==> src/rtl/core/assert_macros.svh <==
// Assertion macros for the RTL of the motor PWM core
`ifndef ASSERT_MACROS_SVH
`define ASSERT_MACROS_SVH

`ifndef SYNTHESIS
// Invariant: prop holds at every clock edge out of reset
`define FMP_ASSERT(lbl, clk, rstn, prop) \
    lbl: assert property (@(posedge clk) disable iff (!(rstn)) (prop)) \
        else $error("motor pwm invariant violated");
// Implication checked in the same cycle
`define FMP_ASSERT_IMP(lbl, clk, rstn, ante, cons) \
    lbl: assert property (@(posedge clk) disable iff (!(rstn)) (ante) |-> (cons)) \
        else $error("motor pwm implication violated");
`else
`define FMP_ASSERT(lbl, clk, rstn, prop)
`define FMP_ASSERT_IMP(lbl, clk, rstn, ante, cons)
`endif

`endif

==> src/rtl/core/fmp_pkg.sv <==
// Types and constants of the four-channel motor PWM core
package fmp_pkg;

    localparam int MASK_W    = 4;    // width of the channel masks and enable register
    localparam int CHAN_W    = 2;
    localparam int SPEED_W   = 8;
    localparam int MAG_W     = 7;
    localparam int STEP_W    = 7;
    localparam int DUTY_W    = 8;
    localparam int SPEED_MAX = 127;

    typedef enum logic {
        KIND_TICK  = 1'b0,
        KIND_SPEED = 1'b1
    } t_kind;

    typedef logic [MASK_W-1:0]         t_mask;
    typedef logic signed [SPEED_W-1:0] t_speed;

endpackage

==> src/rtl/core/fmp_ifs.sv <==
// Valid/ready channel interfaces for the motor PWM core
interface fmp_item_if;
    import fmp_pkg::*;

    logic                valid;
    logic                ready;
    t_kind               kind;
    logic [CHAN_W-1:0]   channel;
    t_speed              speed;

    modport source (output valid, output kind, output channel, output speed, input ready);
    modport sink   (input valid, input kind, input channel, input speed, output ready);
endinterface

interface fmp_result_if;
    import fmp_pkg::*;

    logic  valid;
    logic  ready;
    t_mask m1_mask;
    t_mask m2_mask;
    t_mask changed_mask;

    modport source (output valid, output m1_mask, output m2_mask, output changed_mask,
                    input ready);
    modport sink   (input valid, input m1_mask, input m2_mask, input changed_mask,
                    output ready);
endinterface

==> src/rtl/core/four_channel_motor_pwm_core.sv <==
// Four-channel sign-magnitude PWM core for H-bridge motor pins
//
//  port          | dir | transfer carries
//  --------------+-----+-------------------------------------------
//  i_item        | in  | tick or set-speed command (kind, channel, speed)
//  o_result      | out | M1/M2 pin masks and changed mask, one per tick
//  i_cfg_*       | in  | enable mask write, one register
//
// One item per cycle while ready is high: a tick is evaluated combinationally from the stored
// speeds, a duty table lookup per channel and the shared step counter.
// Results sit in an output register backed by one skid entry, so an item is
// still taken while one result waits; ready drops only when both are full.
// Synchronous active-low reset clears counter, speeds, pins and enables.
`include "assert_macros.svh"

module four_channel_motor_pwm_core #(
    parameter int CHANNELS = 4,
    parameter int STEPS    = 100
) (
    input  logic                          i_clk,
    input  logic                          i_rst_n,
    input  logic                          i_cfg_we,
    input  logic [fmp_pkg::MASK_W-1:0]    i_cfg_wdata,
    fmp_item_if.sink                      i_item,
    fmp_result_if.source                  o_result
);
    import fmp_pkg::*;

    // channels beyond the enable register are never driven
    localparam int ACTIVE = (CHANNELS < MASK_W) ? CHANNELS : MASK_W;
    localparam int TAB_N  = 1 << MAG_W;

    typedef logic [TAB_N-1:0][DUTY_W-1:0] t_duty_tab;

    typedef struct packed {
        t_mask m1;
        t_mask m2;
        t_mask chg;
    } t_result;

    function automatic t_duty_tab duty_tab_f();
        t_duty_tab tab;
        for (int m = 0; m < TAB_N; m++) begin
            tab[m] = DUTY_W'((m * STEPS) / SPEED_MAX);
        end
        return tab;
    endfunction

    localparam t_duty_tab DUTY_TAB = duty_tab_f();

    logic [STEP_W-1:0] r_step;
    logic [STEP_W-1:0] n_step;
    t_mask             r_enable;
    t_speed            r_speed [ACTIVE];
    logic [1:0]        r_pin   [ACTIVE];
    logic [1:0]        n_pin   [ACTIVE];

    t_result r_out;
    logic    r_out_v;
    t_result r_skid;
    logic    r_skid_v;

    logic    in_fire;
    logic    out_fire;
    logic    tick_fire;
    t_speed  speed_clamped;
    t_result res;
    t_mask   pin_m1_now;
    t_mask   pin_m2_now;
    logic [STEP_W:0] step_inc;

    assign in_fire   = i_item.valid && i_item.ready;
    assign out_fire  = r_out_v && o_result.ready;
    assign tick_fire = in_fire && (i_item.kind == KIND_TICK);

    assign i_item.ready          = !r_skid_v;
    assign o_result.valid        = r_out_v;
    assign o_result.m1_mask      = r_out.m1;
    assign o_result.m2_mask      = r_out.m2;
    assign o_result.changed_mask = r_out.chg;

    // -128 has no positive twin: clamp it to -127
    assign speed_clamped = (i_item.speed == t_speed'(-(SPEED_MAX + 1)))
                         ? t_speed'(-SPEED_MAX) : i_item.speed;

    always_comb begin
        step_inc = {1'b0, r_step} + 1'b1;
        n_step   = (32'(step_inc) >= STEPS) ? '0 : step_inc[STEP_W-1:0];
    end

    always_comb begin
        logic [SPEED_W-1:0] mag;
        logic [DUTY_W-1:0]  duty;
        logic [1:0]         want;
        res        = '0;
        pin_m1_now = '0;
        pin_m2_now = '0;
        for (int c = 0; c < ACTIVE; c++) begin
            mag  = r_speed[c][SPEED_W-1] ? SPEED_W'(-r_speed[c]) : r_speed[c];
            duty = DUTY_TAB[mag[MAG_W-1:0]];
            want = 2'b00;
            if (DUTY_W'(r_step) < duty) begin
                want = r_speed[c][SPEED_W-1] ? 2'b10 : 2'b01;
            end
            n_pin[c] = r_enable[c] ? want : r_pin[c];
            res.chg[c] = r_enable[c] && (want != r_pin[c]);
            res.m1[c]  = n_pin[c][0];
            res.m2[c]  = n_pin[c][1];
            pin_m1_now[c] = r_pin[c][0];
            pin_m2_now[c] = r_pin[c][1];
        end
    end

    always_ff @(posedge i_clk) begin
        if (!i_rst_n) begin
            r_step   <= '0;
            r_enable <= '0;
            for (int c = 0; c < ACTIVE; c++) begin
                r_speed[c] <= '0;
                r_pin[c]   <= 2'b00;
            end
        end else if (i_cfg_we) begin
            // clear speed and pins of every channel whose enable flips
            r_enable <= i_cfg_wdata;
            for (int c = 0; c < ACTIVE; c++) begin
                if (i_cfg_wdata[c] != r_enable[c]) begin
                    r_speed[c] <= '0;
                    r_pin[c]   <= 2'b00;
                end
            end
        end else if (in_fire) begin
            if (i_item.kind == KIND_SPEED) begin
                for (int c = 0; c < ACTIVE; c++) begin
                    if ((32'(i_item.channel) == c) && r_enable[c]) begin
                        r_speed[c] <= speed_clamped;
                    end
                end
            end else begin
                r_step <= n_step;
                for (int c = 0; c < ACTIVE; c++) begin
                    r_pin[c] <= n_pin[c];
                end
            end
        end
    end

    // output register with one skid entry behind it
    always_ff @(posedge i_clk) begin
        if (!i_rst_n) begin
            r_out_v  <= 1'b0;
            r_skid_v <= 1'b0;
        end else if (r_skid_v) begin
            if (out_fire) begin
                r_out    <= r_skid;
                r_skid_v <= 1'b0;
            end
        end else if (tick_fire) begin
            if (!r_out_v || out_fire) begin
                r_out   <= res;
                r_out_v <= 1'b1;
            end else begin
                r_skid   <= res;
                r_skid_v <= 1'b1;
            end
        end else if (out_fire) begin
            r_out_v <= 1'b0;
        end
    end

    `FMP_ASSERT(a_pins_exclusive, i_clk, i_rst_n, (pin_m1_now & pin_m2_now) == '0)
    `FMP_ASSERT(a_disabled_low, i_clk, i_rst_n, ((pin_m1_now | pin_m2_now) & ~r_enable) == '0)
    `FMP_ASSERT(a_step_range, i_clk, i_rst_n, 32'(r_step) < STEPS)
    `FMP_ASSERT_IMP(a_skid_behind_out, i_clk, i_rst_n, r_skid_v, r_out_v)

endmodule
==> src/flat_wrapper.sv <==
// flat-port wrapper written by rule: the top's interface ports become plain ports
module four_channel_motor_pwm_core_flat import fmp_pkg::*;
#(
    parameter int CHANNELS = 4,
    parameter int STEPS    = 100
)
  (i_clk, i_rst_n, i_cfg_we, i_cfg_wdata, i_item_valid, i_item_kind, i_item_channel, i_item_speed, i_item_ready, o_result_valid, o_result_m1_mask, o_result_m2_mask, o_result_changed_mask, o_result_ready);
  fmp_item_if i_item_i ();
  fmp_result_if o_result_i ();
  input  logic i_clk;
  input  logic i_rst_n;
  input  logic i_cfg_we;
  input  logic [fmp_pkg::MASK_W-1:0] i_cfg_wdata;
  input wire logic [$bits(i_item_i.valid)-1:0] i_item_valid;
  input wire logic [$bits(i_item_i.kind)-1:0] i_item_kind;
  input wire logic [$bits(i_item_i.channel)-1:0] i_item_channel;
  input wire logic [$bits(i_item_i.speed)-1:0] i_item_speed;
  output wire logic [$bits(i_item_i.ready)-1:0] i_item_ready;
  output wire logic [$bits(o_result_i.valid)-1:0] o_result_valid;
  output wire logic [$bits(o_result_i.m1_mask)-1:0] o_result_m1_mask;
  output wire logic [$bits(o_result_i.m2_mask)-1:0] o_result_m2_mask;
  output wire logic [$bits(o_result_i.changed_mask)-1:0] o_result_changed_mask;
  input wire logic [$bits(o_result_i.ready)-1:0] o_result_ready;
  assign i_item_i.valid = i_item_valid;
  assign i_item_i.kind = i_item_kind;
  assign i_item_i.channel = i_item_channel;
  assign i_item_i.speed = i_item_speed;
  assign i_item_ready = i_item_i.ready;
  assign o_result_valid = o_result_i.valid;
  assign o_result_m1_mask = o_result_i.m1_mask;
  assign o_result_m2_mask = o_result_i.m2_mask;
  assign o_result_changed_mask = o_result_i.changed_mask;
  assign o_result_i.ready = o_result_ready;
  four_channel_motor_pwm_core #(.CHANNELS(CHANNELS), .STEPS(STEPS)) u_core (.i_clk(i_clk), .i_rst_n(i_rst_n), .i_cfg_we(i_cfg_we), .i_cfg_wdata(i_cfg_wdata), .i_item(i_item_i), .o_result(o_result_i));
endmodule
==> config.mk <==
export PLATFORM = sky130hd
export DESIGN_NAME = four_channel_motor_pwm_core_flat
export DESIGN_NICKNAME = d
export VERILOG_FILES = /design/src/rtl/core/fmp_pkg.sv /design/src/rtl/core/fmp_ifs.sv /design/src/rtl/core/four_channel_motor_pwm_core.sv /design/src/flat_wrapper.sv
export VERILOG_INCLUDE_DIRS = /design/src /design/src/rtl/core
export SDC_FILE = /design/constraint.sdc
export NUM_CORES = 1
export LEC_CHECK = 0
export ABC_AREA = 1
export BUFFER_PORTS_ARGS = -buffer_cell sky130_fd_sc_hd__buf_2
export CORE_AREA = 2 2 122 124
export CTS_CLUSTER_SIZE = 14
export DETAILED_ROUTE_END_ITERATION = 7
export DIE_AREA = 0 0 124 126
export PLACE_DENSITY_LB_ADDON = 0.08
export SKIP_LAST_GASP = 1
export SLEW_MARGIN = 20
export SYNTH_ARGS = -nofsm -noshare
export SYNTH_HDL_FRONTEND = slang
export SYNTH_SLANG_ARGS = --single-unit
==> constraint.sdc <==
create_clock -name i_clk -period 5.1 [get_ports i_clk]
set_input_delay 0.255 -clock i_clk [delete_from_list [all_inputs] [get_ports i_clk]]
set_output_delay 0.255 -clock i_clk [all_outputs]
set_load 0.02 [all_outputs]
==> metrics.md <==
| Metric | Value |
|---|---|
| Status | completed |
| Final nets | 1424 |
| Htree depth | 3 |
| Post-synthesis cell type count | 51 |
| HPWL Detailed | 17220 µm |
| CP max-delay cell | edfxtp_1 |
| GRT Util Overall | 0.2947 |
| Core Area | 14310 µm² |
| Compound-Gate Fraction of Synth Area | 0.1759 |
| Row count | 44 |
| Worst setup SP type | flip-flop |
| Die Y | 126 µm |
| Largest net degree at the start of global routing | 25 |
| Avg WL per Cell | 15.11 µm |
| DRT Pass-1 Iters | 5 |
| Tmin final | 4.522 ns |
| Max_cap viols | 0 |
| Hold Path Class | primary input to flip-flop |
| Count leader, synth | nand2_1 |
| Design Area, Final | 9047 µm² |
| TNS Setup | 0 ns |
| Crit path DAT | 4.61 ns |
| CP top delay family | simple AND/OR/NAND/NOR gates |
| Final wirelength | 23140 µm |
| Hold WS | 0.1744 ns |
| Crit path capture | u_core.o_result.changed_mask[1]$_DFFE_PP_ |
| Ys flop type | edfxtp_1 |
| Later-pin clock latency in the skew report | 0.34 ns |
| Combinational family with the most area after synthesis | simple AND/OR/NAND/NOR gates |
| Worst setup EP type | flip-flop |
| XOR/XNOR Fraction of Synth Area | 0.01107 |
| WP data required | 5.19 ns |
| Final-report max-slew violation count | 0 |
| Final period util | 0.8866 |
| First-pass GRT wire length | 37590 µm |
| Reg clk slew, reported paths | 0.06 ns |
| I/O Buffers | 33 |
| R2R Path End | u_core.o_result.changed_mask[1]$_DFFE_PP_ |
| RSZ-0062 raised after global routing | no |
| Achievable Freq | 0.2212 GHz |
| Worst Reg2Reg Path Length in Cells | 24 |
| Area growth syn-to-layout | 6.715% |
| Pwr Density | 265.4 nW/µm² |
| Post-route DRC violation count | 0 |
| Flops & latches, synth | 77 |
| Post-synthesis mux area share | 0 |
| Post-synth ARST share | 0 |
| Mapped Cells | 1332 |
| Vias in the first global route | 7748 |
| Sequential fraction of the synthesis area | 0.2456 |
| Post-CTS Hold Buffers | 0 |
| Post-synth top area share | 0.1913 |
| Die area | 15620 µm² |
| Crit. Startpoint | u_core.r_speed[1][0]$_SDFFCE_PN0P_ |
| R2r setup slk | 0.58 ns |
| Dpl cells | 1515 |
| GPL Wtd Cong | 0.9610 |
| CP max stage delay | 0.50 ns |
| Slew margin rel. | 0.4188 |
| 1st-iter DRT viols | 1154 |
| Setup Fix Bufs, Post-CTS | 0 |
| Critical path buffers and inverters | 2 |
| Finished Core Util | 0.6321 |
| # diodes | 0 |
| Die X | 124 µm |
| Initial core utilization | 0.5923 |
| CP Cell Sequence | inv_1 -> ha_1 -> or2_2 -> o21ai_0 -> inv_1 -> ha_1 -> nand2_1 -> o21ai_0 -> nor2_1 -> a211oi_1 -> a221oi_1 -> a21oi_1 -> a32o_1 -> ha_1 -> nand2_1 -> nand2_1 -> nand2_1 -> nand2_1 -> nand2_2 -> nand4_1 -> nand2_1 -> nand2_1 -> nand3_1 -> nand2_1 |
| Yosys top cell by area | edfxtp_1 |
| Post-synth top cells | nand2_1 (361), nand3_1 (162), inv_1 (153) |
| Final cell count without fillers | 1531 |
| Grt ovf | 0 |
| # setup viols final | 0 |
| Worst Max-Slew Pin Slew | 0.8706 ns |
| Top cell by count, worst path | nand2_1 |
| Avg Cell Area, Syn | 6.365 µm² |
| DR vias/cell | 5.875 |
| Initial antenna violation count | 0 |
| Antenna viol nets, final | 0 |
| Synthesized net count | 1414 |
| Clock buffer depth | 2 |
| Critical register-to-register path startpoint | u_core.r_speed[1][0]$_SDFFCE_PN0P_ |
| Number of buffers created by CTS | 9 |
| Vias | 8995 |
| Clock Skews | 0.007129 ns |
| Synth Area in Simple Gates | 0.3694 |
| Cts repair resizes | 0 |
| CTS tree | built |
| Crit path depth | 24 |
| Post-place instance area | 8700 µm² |
| Synth Area in Adders | 0.09150 |
| Ports | 34 |
| VDD IR max | 0.0002375 V |
| WS Path Type | flip-flop to flip-flop |
| Yosys Warn Count | 0 |
| Crit path max fanout | 8 |
| Fin. Hold Viols | 0 |
| Number of synthesized flops with an enable pin | 54 |
| Leakage power | 0.004334 µW |
| Clock Sinks | 77 |
| Share of cells above drive strength 1 | 0.09800 |
| CTS root buf | clkbuf_16 |
| Mapped Area | 8478 µm² |
| Ranking of synthesized cells by area | edfxtp_1 (19%), nand2_1 (16%), nand3_1 (9.6%) |
registers in the layout, indices dropped and copies added (netlist names):
name	count
u_core.o_result.changed_mask	4
u_core.o_result.m1_mask	4
u_core.o_result.m2_mask	4
u_core.o_result.valid	1
u_core.r_enable	4
u_core.r_pin	8
u_core.r_skid	12
u_core.r_skid_v	1
u_core.r_speed	32
u_core.r_step	7
stage by stage:
stage	setup WS, ns	total power, µW
6_report	0.5782	2402
3_3_place_gp	0.7373	1644
2_1_floorplan	1.176	1462
5_1_grt	0.1641	2562
3_5_place_dp	0.6128	1649
4_1_cts	0.6095	2381
power by group:
part / internal (µW) / switching (µW) / leakage, µW
combinational: 300 / 629 / 0.00344
clock: 480 / 259 / 0.000162
sequential: 699 / 33.5 / 0.000732
total: 1480 / 922 / 0.00433
area by class of cell:
cell class	count	area, µm²
clock buffers	9	225.2
flip-flops and latches	77	2082
multi-input cells	1037	5498
inverters	175	656.9
fillers	1374	5266
repair buffers	42	232.7
well taps	184	230.2
clock inverters	7	122.6
tightest hold or removal path: cells and delay by family:
| kind | cells | cell delay, ns |
|---|---|---|
| compound gates | 1 | 0.05 |
| buf+inv | 1 | 0.10 |
| simple gates | 1 | 0.05 |
per-layer routing:
layer	global-route usage	up-vias	part of all wire
met3	0.03261	30	0.073
met2	0.4434	397	0.45
met1	0.4439	4058	0.47
met5	0	-	0
li1	-	4510	-
met4	0.08724	0	0.014
layout by cell type (no fill, tap or decap), drive strengths merged, types with 9 or more instances in the layout:
master and instances:
o21ai 105, clkbuf 9, edfxtp 54, dfxtp 23
inv 175, ha 62, nand4 20, nand2 384
nor2 129, a31oi 9, nand3 169, buf 42
a21oi 66
logic make-up after synthesis:
family                     after synthesis
DFF                                     77
xor gates and xnor gates                 9
adders and majority gates               62
and+or+nand+nor                        722
buffers and inverters                  218
AOI/OAI and AO/OA                      244
worst min-delay path by stage:
stage	end	start	cells past startpoint	slack (ns)
floorplan	u_core.r_enable[1]$_SDFFE_PN0P_	i_cfg_wdata[1]	2	0.37
global placement	u_core.r_pin[2][0]$_SDFFE_PP0P_	u_core.r_pin[2][0]$_SDFFE_PP0P_	2	0.49
detailed placement	u_core.r_pin[2][1]$_SDFFE_PP0P_	u_core.r_pin[2][1]$_SDFFE_PP0P_	2	0.49
CTS	u_core.r_enable[1]$_SDFFE_PN0P_	i_cfg_wdata[1]	3	0.17
global route	u_core.r_enable[1]$_SDFFE_PN0P_	i_cfg_wdata[1]	3	0.17
finish	u_core.r_speed[2][4]$_SDFFE_PP0P_	i_item_speed[4]	3	0.17
No activity file was read; power rests on OpenSTA's default activity.
